<file path="config.mk">
export PLATFORM = sky130hd
export DESIGN_NAME = mphf_cfg_flat
export DESIGN_NICKNAME = d
export VERILOG_FILES = /design/src/hdl/mphf_pkg.sv /design/src/hdl/mphf_ifs.sv /design/src/hdl/mphf_cfg.sv /design/src/flat_wrapper.sv
export SDC_FILE = /design/constraint.sdc
export NUM_CORES = 1
export LEC_CHECK = 0
export BUFFER_PORTS_ARGS = -buffer_cell sky130_fd_sc_hd__buf_2
export CORE_UTILIZATION = 50
export CTS_CLUSTER_DIAMETER = 150
export DETAILED_ROUTE_END_ITERATION = 6
export PLACE_DENSITY = 0.81
export REMOVE_ABC_BUFFERS = 1
export SETUP_SLACK_MARGIN = 0.2
export SYNTH_ARGS = -nofsm -noshare
export SYNTH_HDL_FRONTEND = slang
export SYNTH_SLANG_ARGS = --single-unit
</file>
<file path="constraint.sdc">
create_clock -name clk -period 0.8 [get_ports clk]
set_input_delay 0.16 -clock clk [delete_from_list [all_inputs] [get_ports clk]]
set_output_delay 0.16 -clock clk [all_outputs]
set_load 0.005 [all_outputs]
</file>
<file path="src/hdl/mphf_pkg.sv">
// Package for the multi-plane half-space filter.
// Holds widths, register indexes, compare codes and shared types.
// No dependencies; every file that uses it refers to it by scoped names.
`timescale 1ns / 1ps
`default_nettype none

package mphf_pkg;

    localparam int NUM_PLANES = 3;
    localparam int COORD_W    = 16;
    localparam int COEF_W     = 16;
    localparam int PROD_W     = 2 * COORD_W;
    localparam int SUM_W      = PROD_W + 2;
    localparam int FRAC_BITS  = 14;
    localparam int CNT_W      = 2;
    localparam int OPS_W      = 6;
    localparam int CFG_IDX_W  = 3;
    localparam int CFG_DATA_W = 64;

    localparam logic [CFG_IDX_W-1:0] CFG_PLANE_COUNT = 3'd0;
    localparam logic [CFG_IDX_W-1:0] CFG_COMBINE_OR  = 3'd1;
    localparam logic [CFG_IDX_W-1:0] CFG_COMPARE_OPS = 3'd2;
    localparam logic [CFG_IDX_W-1:0] CFG_PLANE0      = 3'd3;
    localparam logic [CFG_IDX_W-1:0] CFG_PLANE1      = 3'd4;
    localparam logic [CFG_IDX_W-1:0] CFG_PLANE2      = 3'd5;

    localparam logic [1:0] CMP_LT = 2'd0;
    localparam logic [1:0] CMP_LE = 2'd1;
    localparam logic [1:0] CMP_GE = 2'd2;
    localparam logic [1:0] CMP_GT = 2'd3;

    typedef struct packed {
        logic [COEF_W-1:0] threshold;
        logic [COEF_W-1:0] coef_z;
        logic [COEF_W-1:0] coef_y;
        logic [COEF_W-1:0] coef_x;
    } plane_t;

    typedef struct packed {
        logic [CNT_W-1:0]            plane_count;
        logic                        combine_or;
        logic [OPS_W-1:0]            compare_ops;
        plane_t [NUM_PLANES-1:0]     planes;
    } cfg_t;

    typedef struct packed {
        logic [NUM_PLANES-1:0][2:0][PROD_W-1:0] prod;
        logic                                   quality_ok;
        logic                                   last_vertex;
    } prod_stage_t;

    function automatic logic [NUM_PLANES-1:0] plane_enables(input logic [CNT_W-1:0] count);
        logic [NUM_PLANES-1:0] en;
        for (int p = 0; p < NUM_PLANES; p++) begin
            en[p] = (p < int'(count));
        end
        return en;
    endfunction

endpackage

`default_nettype wire

</file>
<file path="src/hdl/mphf_ifs.sv">
// Channel interfaces of the multi-plane half-space filter.
// Vertex requests, draw results and configuration writes; uses mphf_pkg.
`timescale 1ns / 1ps
`default_nettype none


interface mphf_cfg_if;
    logic                               valid;
    logic                               ready;
    logic [mphf_pkg::CFG_IDX_W-1:0]     index;
    logic [mphf_pkg::CFG_DATA_W-1:0]    data;

    modport source (output valid, index, data, input ready);
    modport sink (input valid, index, data, output ready);
endinterface

`default_nettype wire

</file>
<file path="src/hdl/mphf_cfg.sv">
// Configuration register file of the multi-plane half-space filter.
// Takes write requests on the configuration channel; uses mphf_pkg and mphf_ifs.
`timescale 1ns / 1ps
`default_nettype none

module mphf_cfg (
    input  wire logic      clk,
    input  wire logic      rst_n,
    mphf_cfg_if.sink       cfg,
    output mphf_pkg::cfg_t regs
);

    mphf_pkg::cfg_t regs_reg;
    mphf_pkg::cfg_t regs_next;

    assign cfg.ready = 1'b1;
    assign regs      = regs_reg;

    always_comb
    begin
        regs_next = regs_reg;
        if (cfg.valid)
        begin
            case (cfg.index)
                mphf_pkg::CFG_PLANE_COUNT:
                begin
                    regs_next.plane_count = cfg.data[mphf_pkg::CNT_W-1:0];
                end
                mphf_pkg::CFG_COMBINE_OR:
                begin
                    regs_next.combine_or = cfg.data[0];
                end
                mphf_pkg::CFG_COMPARE_OPS:
                begin
                    regs_next.compare_ops = cfg.data[mphf_pkg::OPS_W-1:0];
                end
                default:
                begin
                    for (int p = 0; p < mphf_pkg::NUM_PLANES; p++)
                    begin
                        if (cfg.index == mphf_pkg::CFG_IDX_W'(int'(mphf_pkg::CFG_PLANE0) + p))
                        begin
                            regs_next.planes[p] = cfg.data;
                        end
                    end
                end
            endcase
        end
    end

    always_ff @(posedge clk or negedge rst_n)
    begin
        if (!rst_n)
        begin
            regs_reg <= '0;
        end
        else
        begin
            regs_reg <= regs_next;
        end
    end

endmodule

`default_nettype wire

</file>
<file path="src/flat_wrapper.sv">
// flat-port wrapper written by rule: the top's interface ports become plain ports
module mphf_cfg_flat 
  (clk, rst_n, regs, cfg_valid, cfg_index, cfg_data, cfg_ready);
  mphf_cfg_if cfg_i ();
  input  wire logic clk;
  input  wire logic rst_n;
  output mphf_pkg::cfg_t regs;
  input wire logic [$bits(cfg_i.valid)-1:0] cfg_valid;
  input wire logic [$bits(cfg_i.index)-1:0] cfg_index;
  input wire logic [$bits(cfg_i.data)-1:0] cfg_data;
  output wire logic [$bits(cfg_i.ready)-1:0] cfg_ready;
  assign cfg_i.valid = cfg_valid;
  assign cfg_i.index = cfg_index;
  assign cfg_i.data = cfg_data;
  assign cfg_ready = cfg_i.ready;
  mphf_cfg u_core (.clk(clk), .rst_n(rst_n), .cfg(cfg_i), .regs(regs));
endmodule
</file>
==> implementation parameters <==
Parameter                              Value

Status
  Outcome    complete, but fails checks
  Violated checks    negative hold slack, negative setup slack

Place
  DP Cell Count    915
  Placed wire-length estimate    12,510 um
  Final weighted congestion in routability-driven placement    0.8210
  Dpl cell area    0.009527 sq mm
  Number of port buffers    270

Clock tree
  Cell at the root of the clock tree    clkbuf_16
  Skew-Pair Late Insertion Delay    490 ps
  Clock tree from TritonCTS    built
  Sink count of the clock tree    201
  Clock buffers created by TritonCTS    21
  Maximum buffer depth of the clock tree    3
  Clk pin slew, worst setup/hold paths    70 ps
  Clock H-tree levels    1

Setup path
  Slack of the worst reg-to-reg path    -230 ps
  Worst Path Class, Setup    reg -> out
  Kind of launch point of the worst setup path    register
  Largest stage delay, worst path    450 ps
  Required time of the critical path    640 ps
  Bufs and invs on worst path    1
  Cells along the critical path    buf_2
  CP Data Arrival Time    1110 ps
  Crit path capture type    output port
  Max stage delay cell, worst path    dfrtp_1
  Biggest fanout along the worst timing path    2
  Crit-path leading delay family    flip-flops

Floorplanning
  Initial cell density of the core    51.42%
  Row count    45
  Number of top-level pins    272
  Die Ht    127.5 um
  Die area    0.01626 sq mm
  Placeable Area    0.01531 sq mm
  Die boundary width    127.5 um

Layout
  Syn-to-layout area delta    64.89%
  ANT cells    0
  Final std cell area, no fill    0.01299 sq mm
  Top library cells by usage in the layout, fill and taps aside    265 x buf_2, 201 x dfrtp_1, 200 x mux2_4
  Post-route core utilization    84.79%
  Share of layout cells above drive strength 1    77.48%
  Number of flip-flops in the largest register    201
  Layout net count    975
  Cell Count, Final, Fillers Out    1,130
  Most common cell after layout, fill and taps aside    buf_2

Routing
  Wirelength, routed    27,380 um
  Number of search-and-repair iterations in the first detailed-routing pass    4
  DRC violation count after routing    0
  Detail Route Antenna Nets    0
  Average vias per placed instance    5.265
  Initial DRC count    226
  Routed len/inst    24.23 um
  DR vias    5,949

Global routing
  Maximum number of pins on one net before global-route repair    32
  Vias in the first global route    5,958
  Overflow left after global routing    0
  Global-route wire length before repair    35,600 um
  Initial antenna violation count    0
  Gr usage total    29.26%

Yosys
  Proportion of synthesized chip area in sequential cells    63.87%
  Post-synthesis instance total    432
  Post-Synthesis Cell Area    0.007875 sq mm
  Synth Warn #    0
  Leading area contributor after synthesis    dfrtp_1
  Mean Syn Cell Area    18.23 sq um
  Synth top area share    63.87%
  Post-synthesis sequential element count    201
  Cell variety after synth    12
  Largest cells by area after synthesis    dfrtp_1 64%, mux2_2 20%, mux2_4 11%

STA
  Final period util    158.7%
  Fmax    787.5 MHz
  Final hold vios    394
  Final worst slack    -469.8 ps
  Final count of pins violating max slew    0
  Fin crit period    1270 ps
  Hold WS    -425.6 ps
  Final worst clock skew    0 ps
  Final Setup Violations    401
  Setup repair after global routing missed its margin    true

Worst hold path
  Tightest Hold Check Type    in -> async

Pwr
  Total leakage power    6.949 nW
  Pwr/cell area    2651 mW/mm^2
  Overall power of the completed layout    34.42 mW
  Maximum resistive drop on vdd    0.001846 V

Run
  MaxCap Viol Count    0
routing by layer:
metal	global-route usage [%]	wire length [um]	up-vias
met5	0	0	-
met3	5.611	1720	90
met4	10.78	1200	0
met2	52.91	14450	304
li1	-	-	2476
met1	34.56	10010	3079
final cells by class:
type,instances,area [sq um]
clock buffers,27,578.1
fillers,700,2330
clock inverters,10,112.6
repair buffers,473,3896
flip-flops and latches,201,5030
well taps,211,264.0
multi-input cells,208,3104
cell usage after synthesis:
library cell	instances
conb_1	1
mux2_4	60
buf_6	13
nor4b_1	1
mux2_2	141
and4bb_1	1
nand4b_1	2
buf_12	6
buf_4	1
buf_2	3
and4bb_2	2
dfrtp_1	201
final timing paths:
path | start | to | cells past startpoint
worst min register to register | u_core.regs[20]$_DFFE_PN0P_ | u_core.regs[20]$_DFFE_PN0P_ | 1
min in group clk | cfg_data[11] | u_core.regs[75]$_DFFE_PN0P_ | 2
max in group asynchronous | rst_n | u_core.regs[16]$_DFFE_PN0P_ | 2
worst min-delay path | rst_n | u_core.regs[123]$_DFFE_PN0P_ | 1
worst max register to register | u_core.regs[115]$_DFFE_PN0P_ | u_core.regs[115]$_DFFE_PN0P_ | 3
worst max-delay path | u_core.regs[123]$_DFFE_PN0P_ | regs[123] | 1
power breakdown:
| part | internal (mW) | total [mW] | switching (mW) |
|---|---|---|---|
| clock network | 5.77 | 9.93 | 4.16 |
| logic | 6.99 | 10.5 | 3.53 |
| registers | 12.4 | 14.0 | 1.55 |
| total | 25.2 | 34.4 | 9.24 |
stage by stage:
step | worst slack, ps | TNS (ps)
detailed placement | -623.6 | -113470
global placement | -594.8 | -108990
floorplan | -2429 | -436070
CTS | -398.2 | -88340
finish | -469.8 | -102470
global route | -491.9 | -109970
logic make-up (layout without fill, tap and decap cells):
kind of cell           after synthesis  count (layout)  synth area share (%)
other                                1               1               0.04762
and+or+nand+nor                      6               6                0.8103
DFF                                201             201                 63.87
buffers and inverters               23             510                 3.670
muxes                              201             201                 31.60
repair_timing:
action                                  4_1_cts  5_1_grt
endpoints found under the hold margin       402      396
buffers inserted                             75       83
resized for setup                           159      112
endpoints found under the setup margin      402      402
cloned                                       18        2
pin swaps                                     3        0
(Power assumes the default switching activity.)
