===== src/hdl/mphf_pkg.sv =====
// Package for the multi-plane half-space filter.
// Holds widths, register indexes, compare codes and shared types.
// No dependencies; every file that uses it refers to it by scoped names.
`timescale 1ns / 1ps
`default_nettype none

package mphf_pkg;

    localparam int NUM_PLANES = 3;
    localparam int COORD_W    = 16;
    localparam int COEF_W     = 16;
    localparam int PROD_W     = 2 * COORD_W;
    localparam int SUM_W      = PROD_W + 2;
    localparam int FRAC_BITS  = 14;
    localparam int CNT_W      = 2;
    localparam int OPS_W      = 6;
    localparam int CFG_IDX_W  = 3;
    localparam int CFG_DATA_W = 64;

    localparam logic [CFG_IDX_W-1:0] CFG_PLANE_COUNT = 3'd0;
    localparam logic [CFG_IDX_W-1:0] CFG_COMBINE_OR  = 3'd1;
    localparam logic [CFG_IDX_W-1:0] CFG_COMPARE_OPS = 3'd2;
    localparam logic [CFG_IDX_W-1:0] CFG_PLANE0      = 3'd3;
    localparam logic [CFG_IDX_W-1:0] CFG_PLANE1      = 3'd4;
    localparam logic [CFG_IDX_W-1:0] CFG_PLANE2      = 3'd5;

    localparam logic [1:0] CMP_LT = 2'd0;
    localparam logic [1:0] CMP_LE = 2'd1;
    localparam logic [1:0] CMP_GE = 2'd2;
    localparam logic [1:0] CMP_GT = 2'd3;

    typedef struct packed {
        logic [COEF_W-1:0] threshold;
        logic [COEF_W-1:0] coef_z;
        logic [COEF_W-1:0] coef_y;
        logic [COEF_W-1:0] coef_x;
    } plane_t;

    typedef struct packed {
        logic [CNT_W-1:0]            plane_count;
        logic                        combine_or;
        logic [OPS_W-1:0]            compare_ops;
        plane_t [NUM_PLANES-1:0]     planes;
    } cfg_t;

    typedef struct packed {
        logic [NUM_PLANES-1:0][2:0][PROD_W-1:0] prod;
        logic                                   quality_ok;
        logic                                   last_vertex;
    } prod_stage_t;

    function automatic logic [NUM_PLANES-1:0] plane_enables(input logic [CNT_W-1:0] count);
        logic [NUM_PLANES-1:0] en;
        for (int p = 0; p < NUM_PLANES; p++) begin
            en[p] = (p < int'(count));
        end
        return en;
    endfunction

endpackage

`default_nettype wire


===== src/hdl/mphf_ifs.sv =====
// Channel interfaces of the multi-plane half-space filter.
// Vertex requests, draw results and configuration writes; uses mphf_pkg.
`timescale 1ns / 1ps
`default_nettype none


interface mphf_draw_if;
    logic valid;
    logic ready;
    logic draw_flag;

    modport source (output valid, draw_flag, input ready);
    modport sink (input valid, draw_flag, output ready);
endinterface


`default_nettype wire


===== src/hdl/mphf_eval.sv =====
// Plane tests, running pass bits and draw result register of the filter.
// Sums the products, compares with the thresholds; uses mphf_pkg and mphf_ifs.
`timescale 1ns / 1ps
`default_nettype none

module mphf_eval (
    input  wire logic                  clk,
    input  wire logic                  rst_n,
    input  wire mphf_pkg::cfg_t        regs,
    input  wire logic                  stage_valid,
    input  wire mphf_pkg::prod_stage_t stage,
    output logic                       take,
    mphf_draw_if.source                draw
);

    logic [mphf_pkg::NUM_PLANES-1:0] pass_bits_reg;
    logic [mphf_pkg::NUM_PLANES-1:0] pass_bits_next;
    logic                            out_valid_reg;
    logic                            out_valid_next;
    logic                            flag_reg;
    logic [mphf_pkg::NUM_PLANES-1:0] enables;
    logic [mphf_pkg::NUM_PLANES-1:0] vertex_pass;
    logic [mphf_pkg::NUM_PLANES-1:0] bits_now;
    logic                            out_free;
    logic                            go;
    logic                            finish;
    logic                            all_pass;
    logic                            any_pass;
    logic                            draw_now;

    assign out_free = !out_valid_reg || draw.ready;
    assign take     = !stage.last_vertex || out_free;
    assign go       = stage_valid && take;
    assign finish   = go && stage.last_vertex;

    assign draw.valid     = out_valid_reg;
    assign draw.draw_flag = flag_reg;

    assign enables = mphf_pkg::plane_enables(regs.plane_count);

    always_comb
    begin
        logic signed [mphf_pkg::SUM_W-1:0] sum;
        logic signed [mphf_pkg::SUM_W-1:0] limit;
        logic [1:0]                         op;
        for (int p = 0; p < mphf_pkg::NUM_PLANES; p++)
        begin
            sum = mphf_pkg::SUM_W'($signed(stage.prod[p][0]))
                + mphf_pkg::SUM_W'($signed(stage.prod[p][1]))
                + mphf_pkg::SUM_W'($signed(stage.prod[p][2]));
            limit = mphf_pkg::SUM_W'($signed(regs.planes[p].threshold)) <<< mphf_pkg::FRAC_BITS;
            op = regs.compare_ops[2*p +: 2];
            case (op)
                mphf_pkg::CMP_LT: vertex_pass[p] = (sum < limit);
                mphf_pkg::CMP_LE: vertex_pass[p] = (sum <= limit);
                mphf_pkg::CMP_GE: vertex_pass[p] = (sum >= limit);
                default:          vertex_pass[p] = (sum > limit);
            endcase
        end
    end

    always_comb
    begin
        bits_now = pass_bits_reg & ~(enables & ~vertex_pass);
        all_pass = &(bits_now | ~enables);
        any_pass = |(bits_now & enables);
        if (!stage.quality_ok)
        begin
            draw_now = 1'b0;
        end
        else if (enables == '0)
        begin
            draw_now = 1'b1;
        end
        else
        begin
            draw_now = regs.combine_or ? any_pass : all_pass;
        end

        if (finish)
        begin
            pass_bits_next = '1;
        end
        else if (go)
        begin
            pass_bits_next = bits_now;
        end
        else
        begin
            pass_bits_next = pass_bits_reg;
        end

        if (finish)
        begin
            out_valid_next = 1'b1;
        end
        else if (draw.ready)
        begin
            out_valid_next = 1'b0;
        end
        else
        begin
            out_valid_next = out_valid_reg;
        end
    end

    always_ff @(posedge clk or negedge rst_n)
    begin
        if (!rst_n)
        begin
            pass_bits_reg <= '1;
            out_valid_reg <= 1'b0;
        end
        else
        begin
            pass_bits_reg <= pass_bits_next;
            out_valid_reg <= out_valid_next;
        end
    end

    always_ff @(posedge clk)
    begin
        if (finish)
        begin
            flag_reg <= draw_now;
        end
    end

endmodule

`default_nettype wire


===== src/flat_wrapper.sv =====
// flat-port wrapper written by rule: the top's interface ports become plain ports
module mphf_eval_flat 
  (clk, rst_n, regs, stage_valid, stage, take, draw_valid, draw_draw_flag, draw_ready);
  mphf_draw_if draw_i ();
  input  wire logic clk;
  input  wire logic rst_n;
  input  wire mphf_pkg::cfg_t regs;
  input  wire logic stage_valid;
  input  wire mphf_pkg::prod_stage_t stage;
  output logic take;
  output wire logic [$bits(draw_i.valid)-1:0] draw_valid;
  output wire logic [$bits(draw_i.draw_flag)-1:0] draw_draw_flag;
  input wire logic [$bits(draw_i.ready)-1:0] draw_ready;
  assign draw_valid = draw_i.valid;
  assign draw_draw_flag = draw_i.draw_flag;
  assign draw_i.ready = draw_ready;
  mphf_eval u_core (.clk(clk), .rst_n(rst_n), .regs(regs), .stage_valid(stage_valid), .stage(stage), .take(take), .draw(draw_i));
endmodule

===== config.mk =====
export PLATFORM = sky130hd
export DESIGN_NAME = mphf_eval_flat
export DESIGN_NICKNAME = d
export VERILOG_FILES = /design/src/hdl/mphf_pkg.sv /design/src/hdl/mphf_ifs.sv /design/src/hdl/mphf_eval.sv /design/src/flat_wrapper.sv
export SDC_FILE = /design/constraint.sdc
export NUM_CORES = 1
export LEC_CHECK = 0
export BUFFER_PORTS_ARGS = -buffer_cell sky130_fd_sc_hd__buf_4
export CAP_MARGIN = 15
export CORE_AREA = 5 5 189 191
export CTS_CLUSTER_SIZE = 28
export DETAILED_ROUTE_END_ITERATION = 16
export DIE_AREA = 0 0 194 196
export PLACE_DENSITY_LB_ADDON = 0.1
export SYNTH_ARGS = -nofsm -noshare
export SYNTH_HDL_FRONTEND = slang
export SYNTH_SLANG_ARGS = --single-unit

===== constraint.sdc =====
create_clock -name clk -period 1.75 [get_ports clk]
set_input_delay 0.35 -clock clk [delete_from_list [all_inputs] [get_ports clk]]
set_output_delay 0.35 -clock clk [all_outputs]
set_load 0.05 [all_outputs]

==> impl_metrics.tcl, run 1 <==
set metrics [dict create \
    holdPathStages 2 \
    ctsRootBufferMaster "clkbuf_16" \
    ys_seq_elements 5 \
    drt-total-wl_um 32700 \
    die_height_um 196 \
    worstHoldPathType "in2reg" \
    status "complete, but fails checks" \
    switchingPower_mw 4.59 \
    initial_utilization_pct 26.0 \
    final_nets 2429 \
    place.gp.congestion 0.858 \
    cts_tree "yes" \
    syn-cell-area_um2 8840 \
    grt_max_degree 9 \
    finalWorstSetupSlack_ps -4380 \
    postRouteAntennaNets 0 \
    initialDrtViolationCount 302 \
    fin_crit_sh_pct 350 \
    synthArstFlopShare_pct 80.0 \
    p_int_mw 5.65 \
    synth_ff_type "dfstp_2" \
    grt_pass1_wl_um 53200 \
    power_frac_clock_pct 3.7 \
    largest_reg_flops 3 \
    ir_worst_vdd_uv 275 \
    io_buffers 353 \
    grt_overflow 0 \
    finalPower_mw 10.2 \
    track_usage_pct 16.6 \
    vias 10041 \
    ys_seq_area_share_pct 1.51 \
    clock_path_buffers 2 \
    fin_skew_ps 2.86 \
    pwr-share-seq_pct 1.8 \
    dp_hpwl_um 30400 \
    dieArea_um2 38000 \
    grt_pass1_vias 10943 \
    fmax_mhz 163 \
    synth_cells 1039 \
    critical_path_arrival_ps 6110 \
    ff2ff_path_depth 3 \
    fin_util_pct 43.2 \
    crit_fanout 2 \
    drv_slew 0 \
    fin_area_um2 14700 \
    via_per_inst 4.70 \
    path_class "in2reg" \
    fill_cells 3494 \
    rsz0062_at_grt "true" \
    final_layout_size_suffix_gt1_share_pct 43.7 \
    cts_sinks 5 \
    p_sw_share_pct 44.8 \
    syn_avg_cell_area_um2 8.51 \
    numCtsBuffers 3 \
    slew_headroom_pct 74.1 \
    violations "setup timing" \
    maxCapViolations 0 \
    core_um2 33900 \
    htree_levels 1 \
    placed_area_um2 14200 \
    placed_cells 2112 \
    crit_required_ps 1720 \
    finalSetupTns_ps -15810 \
    worst_setup_path_start_kind "input pin" \
    hold_viol_final 0 \
    layout.cells.non_filler 2136 \
    worstMarginPinSlew_ps 385 \
    whs_ps 320 \
    synth_warnings 0 \
    clkLatencyLatePin_ps 230 \
    power.density_nw_per_um2 698 \
    drt_first_pass_iters 5 \
    period_needed_ps 6130 \
    rrSetupSlack_ps 500 \
    drc 0 \
    pre_cts_ws_ps -4780 \
    ys_types 79 \
    area.growth.synth_to_final_pct 66.1 \
    rows 68 \
    post_drt_wl_per_cell_um 15.3 \
    path_clk_slew_ps 40 \
    antenna_found_initial 7 \
    power.leakage_nw 7.34 \
    synth_edf_count 1 \
    endpoint_kind "flip-flop" \
    die_w_um 194 \
    setup_violations 4 \
    syn_nets 1789 \
    combPwrFrac_pct 94.4 \
    io_pins 498 \
]
path summary, 6_finish.rpt:
check | end | startpoint
setup reg to reg | u_core.draw.draw_flag$_SDFFCE_PN0P_ | u_core.draw.valid$_DFFE_PN0P_
max in group asynchronous | u_core.pass_bits_reg[1]$_DFFE_PN1P_ | rst_n
setup / recovery | u_core.draw.draw_flag$_SDFFCE_PN0P_ | stage[4]
min in group asynchronous | u_core.draw.valid$_DFFE_PN0P_ | rst_n
hold / removal | u_core.draw.valid$_DFFE_PN0P_ | draw_ready
hold reg to reg | u_core.pass_bits_reg[2]$_DFFE_PN1P_ | u_core.pass_bits_reg[2]$_DFFE_PN1P_
logic make-up (layout without fill, tap and decap cells):
family	count (synthesis)	after routing	synth area share, %
mux	13	13	1.56
flops	5	5	1.51
xor+xnor	57	57	5.65
simple gates	289	289	17.5
compound gates	318	318	24.9
fa+ha+maj	255	255	44.5
other cells	0	3	0
buf+inv	102	741	4.35
power by group through the flow:
| stage | clock network (mW) | registers (mW) | logic (mW) |
|---|---|---|---|
| 5_1_grt | 0.401 | 0.190 | 10.9 |
| 2_1_floorplan | 0 | 0.203 | 5.28 |
| 3_5_place_dp | 0 | 0.188 | 9.25 |
| 4_1_cts | 0.395 | 0.187 | 9.54 |
| 6_report | 0.381 | 0.188 | 9.67 |
| 3_3_place_gp | 0 | 0.188 | 9.21 |
cell type report:
cell class / count / area (um2) / area share (%)
Inverter: 96 / 360 / 2.45
Tap cell: 455 / 569 / 3.88
Clock buffer: 4 / 78.8 / 0.537
Antenna cell: 3 / 7.51 / 0.0511
Timing Repair Buffer: 641 / 4830 / 32.9
Sequential cell: 5 / 135 / 0.920
Multi-Input combinational cell: 932 / 8700 / 59.3
Yosys cell counts (all sizes together), types with 8 or more instances:
master   count  area (um2)
a211oi      15         113
a21o        47         353
a21oi       76         384
a31oi       12        75.1
and2        12        77.6
and3        10        62.6
fa          99        1980
ha         156        1950
inv         96         360
nand2       61         229
nand2b      13        81.3
nand3       16        80.1
nand4       21         131
nor2        58         218
nor2b       20         125
nor3        20         100
nor4         8        65.1
o2111ai      8        70.1
o21a        18         135
o21ai       56         280
or3         13        81.3
xnor2       39         342
xor2        18         158
layout by cell type, fill, tap and decap left out, drive strengths merged, types with 8 or more instances in the layout:
| master | synthesis | final |
|---|---|---|
| a31oi | 12 | 12 |
| o2111ai | 8 | 8 |
| nor4 | 8 | 8 |
| xor2 | 18 | 18 |
| nand3 | 16 | 16 |
| nand4 | 21 | 21 |
| nand2 | 61 | 61 |
| fa | 99 | 99 |
| nor3 | 20 | 20 |
| or3 | 13 | 13 |
| nor2 | 58 | 58 |
| nand2b | 13 | 13 |
| xnor2 | 39 | 39 |
| a21o | 47 | 47 |
| inv | 96 | 96 |
| and3 | 10 | 10 |
| and2 | 12 | 12 |
| a211oi | 15 | 15 |
| a21oi | 76 | 76 |
| o21ai | 56 | 56 |
| ha | 156 | 156 |
| buf | 1 | 640 |
| nor2b | 20 | 20 |
| o21a | 18 | 18 |
worst max-delay path: stages:
cell,delay [ps]
buf_6,90
fa_1,560
ha_1,250
a211o_1,290
a2111o_1,410
a221oi_2,270
o211ai_1,200
a2111oi_2,410
o21ai_1,120
or2_1,250
a21o_1,170
a21oi_2,120
xnor2_1,80
ha_1,310
nand3_2,110
a2111oi_4,240
o2111ai_2,180
or4_1,420
a2111o_1,340
nor4_4,320
mux2i_1,130
o211a_1,240
a31oi_1,140
a21oi_1,80
repair_timing:
action | 4_1_cts | 5_1_grt
hold buffers | 1 | 0
setup endpoints to repair | 4 | 4
endpoints found under the hold margin | 1 | 0
resized for setup | 23 | 35
pin swaps | 24 | 36
setup buffers | 13 | 4
routing by layer:
| metal | vias to the layer above | global-route usage (%) | routed length, um |
|---|---|---|---|
| met5 | - | 0 | 81 |
| met4 | 10 | 1.98 | 265 |
| met3 | 20 | 5.26 | 2370 |
| met2 | 242 | 29.1 | 15900 |
| met1 | 4617 | 20.8 | 14200 |
| li1 | 5152 | - | - |
Power figures use the tool's default switching activity.
==> run 2, diff against run 1 <==
--- a/config.mk
+++ b/config.mk
@@ -7,11 +7,12 @@
 export LEC_CHECK = 0
 export BUFFER_PORTS_ARGS = -buffer_cell sky130_fd_sc_hd__buf_4
 export CAP_MARGIN = 15
-export CORE_AREA = 5 5 189 191
+export CORE_AREA = 2 2 191 193
 export CTS_CLUSTER_SIZE = 28
 export DETAILED_ROUTE_END_ITERATION = 16
-export DIE_AREA = 0 0 194 196
+export DIE_AREA = 0 0 193 195
 export PLACE_DENSITY_LB_ADDON = 0.1
+export SLEW_MARGIN = 20
 export SYNTH_ARGS = -nofsm -noshare
 export SYNTH_HDL_FRONTEND = slang
 export SYNTH_SLANG_ARGS = --single-unit
==> constraint.sdc (replaced) <==
create_clock -name clk -period 1.75 [get_ports clk]
set_input_delay 0.0875 -clock clk [delete_from_list [all_inputs] [get_ports clk]]
set_output_delay 0.0875 -clock clk [all_outputs]
set_load 0.05 [all_outputs]
==> run 2 against run 1 <==
  * Critical path type unchanged
  * Hold slack got worse by 260 ps
  * Final cell count increased by 0.23%
  * Combinational power increased by 0.8%
  * Sequential share of layout area about the same
  * Sequential power about the same
  * Power increased by 0.95%
  * Global-route usage decreased by 0.30 points
  * Via count decreased by 1.4%
  * The run still ends with setup timing left
  * Non-clock buffer count increased by 1
==> impl_metrics.tcl, run 2 (synthesis gave the netlist of run 1 again) <==
set metrics [dict create \
    drv_slew 0 \
    final_nets 2430 \
    io_pins 498 \
    path_delay_family "compound AO/OA/AOI/OAI gates" \
    power.density_nw_per_um2 704 \
    slew_headroom_pct 71.3 \
    final_layout_size_suffix_gt1_share_pct 43.5 \
    layout_common_cells "buf_4 (636), ha_1 (149), fa_1 (94)" \
    cts_tree "yes" \
    worstHoldPathType "in2reg" \
    path_class "in2reg" \
    io_buffers 353 \
    initialDrtViolationCount 269 \
    place.gp.congestion 0.819 \
    finalSetupTns_ps -14790 \
    fin_skew_ps 9.16 \
    fmax_mhz 169 \
    rrSetupSlack_ps 560 \
    fill_cells 3664 \
    critPathMaxStageDelay_ps 560 \
    grt_max_degree 9 \
    ctsRootBufferMaster "clkbuf_16" \
    slowest_stage "fa_1" \
    numCtsBuffers 3 \
    track_usage_pct 16.3 \
    dieArea_um2 37600 \
    fin_crit_sh_pct 338 \
    power.leakage_nw 7.35 \
    die_w_um 193 \
    post_drt_wl_per_cell_um 14.9 \
    whs_ps 61.0 \
    ir_worst_vdd_uv 311 \
    area.growth.synth_to_final_pct 66.2 \
    period_needed_ps 5910 \
    crit_buf_inv 1 \
    worstMarginPinSlew_ps 427 \
    finalWorstSetupSlack_ps -4160 \
    rows 69 \
    grt_pass1_vias 10339 \
    drt-total-wl_um 31900 \
    grt_pass1_wl_um 49900 \
    core_um2 35400 \
    maxCapViolations 0 \
    grt_overflow 0 \
    finalPower_mw 10.3 \
    status "complete, but fails checks" \
    die_height_um 195 \
    crit_required_ps 1720 \
    htree_levels 1 \
    fin_util_pct 41.5 \
    antenna_found_initial 2 \
    rsz0062_at_grt "true" \
    clock_path_buffers 2 \
    postRouteAntennaNets 0 \
    endpoint_kind "flip-flop" \
    path_cells "buf_6, fa_1, ha_1, a211o_1, a2111o_1, a221oi_2, o211ai_1, a2111oi_2, o21ai_1, or2_1, a21o_1, a21oi_2, xnor2_1, ha_1, nand3_4, a2111oi_4, o2111ai_1, or4_1, a2111o_1, nor4_4, mux2i_1, o211a_1, a31oi_1, a21oi_1" \
    crit_fanout 2 \
    violations "setup timing" \
    largest_reg_flops 3 \
    critical_path_arrival_ps 5880 \
    hold_viol_final 0 \
    via_per_inst 4.62 \
    path_clk_slew_ps 40 \
    final_common_cell "buf_4" \
    worst_setup_path_start_kind "input pin" \
    clkLatencyLatePin_ps 240 \
    vias 9898 \
    cts_sinks 5 \
    dp_hpwl_um 29400 \
    drt_first_pass_iters 4 \
    drc 0 \
    initial_utilization_pct 25.0 \
    pre_cts_ws_ps -4520 \
    setup_violations 4 \
]
[run 2: cell types whose count changed in the layout (fill, tap and decap cells not counted), sizes merged]
cell,previous run,this run
buf,640,641
diode,3,1
[run 2: routing by layer]
| metal | track usage [%] | vias to the layer above | routed length, um |
|---|---|---|---|
| met1 | 21.6 | 4501 | 14400 |
| met2 | 28.7 | 238 | 15200 |
| met3 | 3.16 | 12 | 2080 |
| li1 | - | 5143 | - |
| met5 | 0 | - | 32 |
| met4 | 1.09 | 4 | 125 |
[run 2: metrics by stage]
step / cell area [um2] / cells
floorplan: 8940 / 1039
global placement: 14200 / 2115
detailed placement: 14200 / 2115
CTS: 14400 / 2130
global route: 14700 / 2140
finish: 14700 / 2141
[run 2: worst paths after layout]
path / startpoint / end / cells past startpoint
worst max-delay path: stage[4] / u_core.draw.draw_flag$_SDFFCE_PN0P_ / 24
worst min-delay path: draw_ready / u_core.draw.valid$_DFFE_PN0P_ / 2
worst max register to register: u_core.pass_bits_reg[2]$_DFFE_PN1P_ / u_core.draw.draw_flag$_SDFFCE_PN0P_ / 4
worst min register to register: u_core.pass_bits_reg[2]$_DFFE_PN1P_ / u_core.pass_bits_reg[2]$_DFFE_PN1P_ / 2
max in group asynchronous: rst_n / u_core.pass_bits_reg[0]$_DFFE_PN1P_ / 2
min in group asynchronous: rst_n / u_core.draw.valid$_DFFE_PN0P_ / 2
[run 2: area by class of cell]
class | count | area (um2) | share of cell area (%)
diodes | 1 | 2.50 | 0.0170
flip-flops and latches | 5 | 135 | 0.920
clock buffers | 4 | 78.8 | 0.537
inverters | 96 | 363 | 2.47
multi-input cells | 932 | 8690 | 59.2
well taps | 461 | 577 | 3.93
repair buffers | 642 | 4840 | 33.0
[run 2: where the power goes]
part           internal, mW  total (mW)  switching, mW
clock                 0.304       0.398         0.0937
combinational          5.22        9.75           4.54
sequential            0.170       0.188         0.0185
[run 2: what timing repair did]
item | in CTS | in global routing
buffers inserted | 10 | 11
hold buffers | 1 | 0
hold endpoints to repair | 4 | 0
resized for setup | 19 | 37
pin swaps | 14 | 38
setup endpoints to repair | 4 | 4
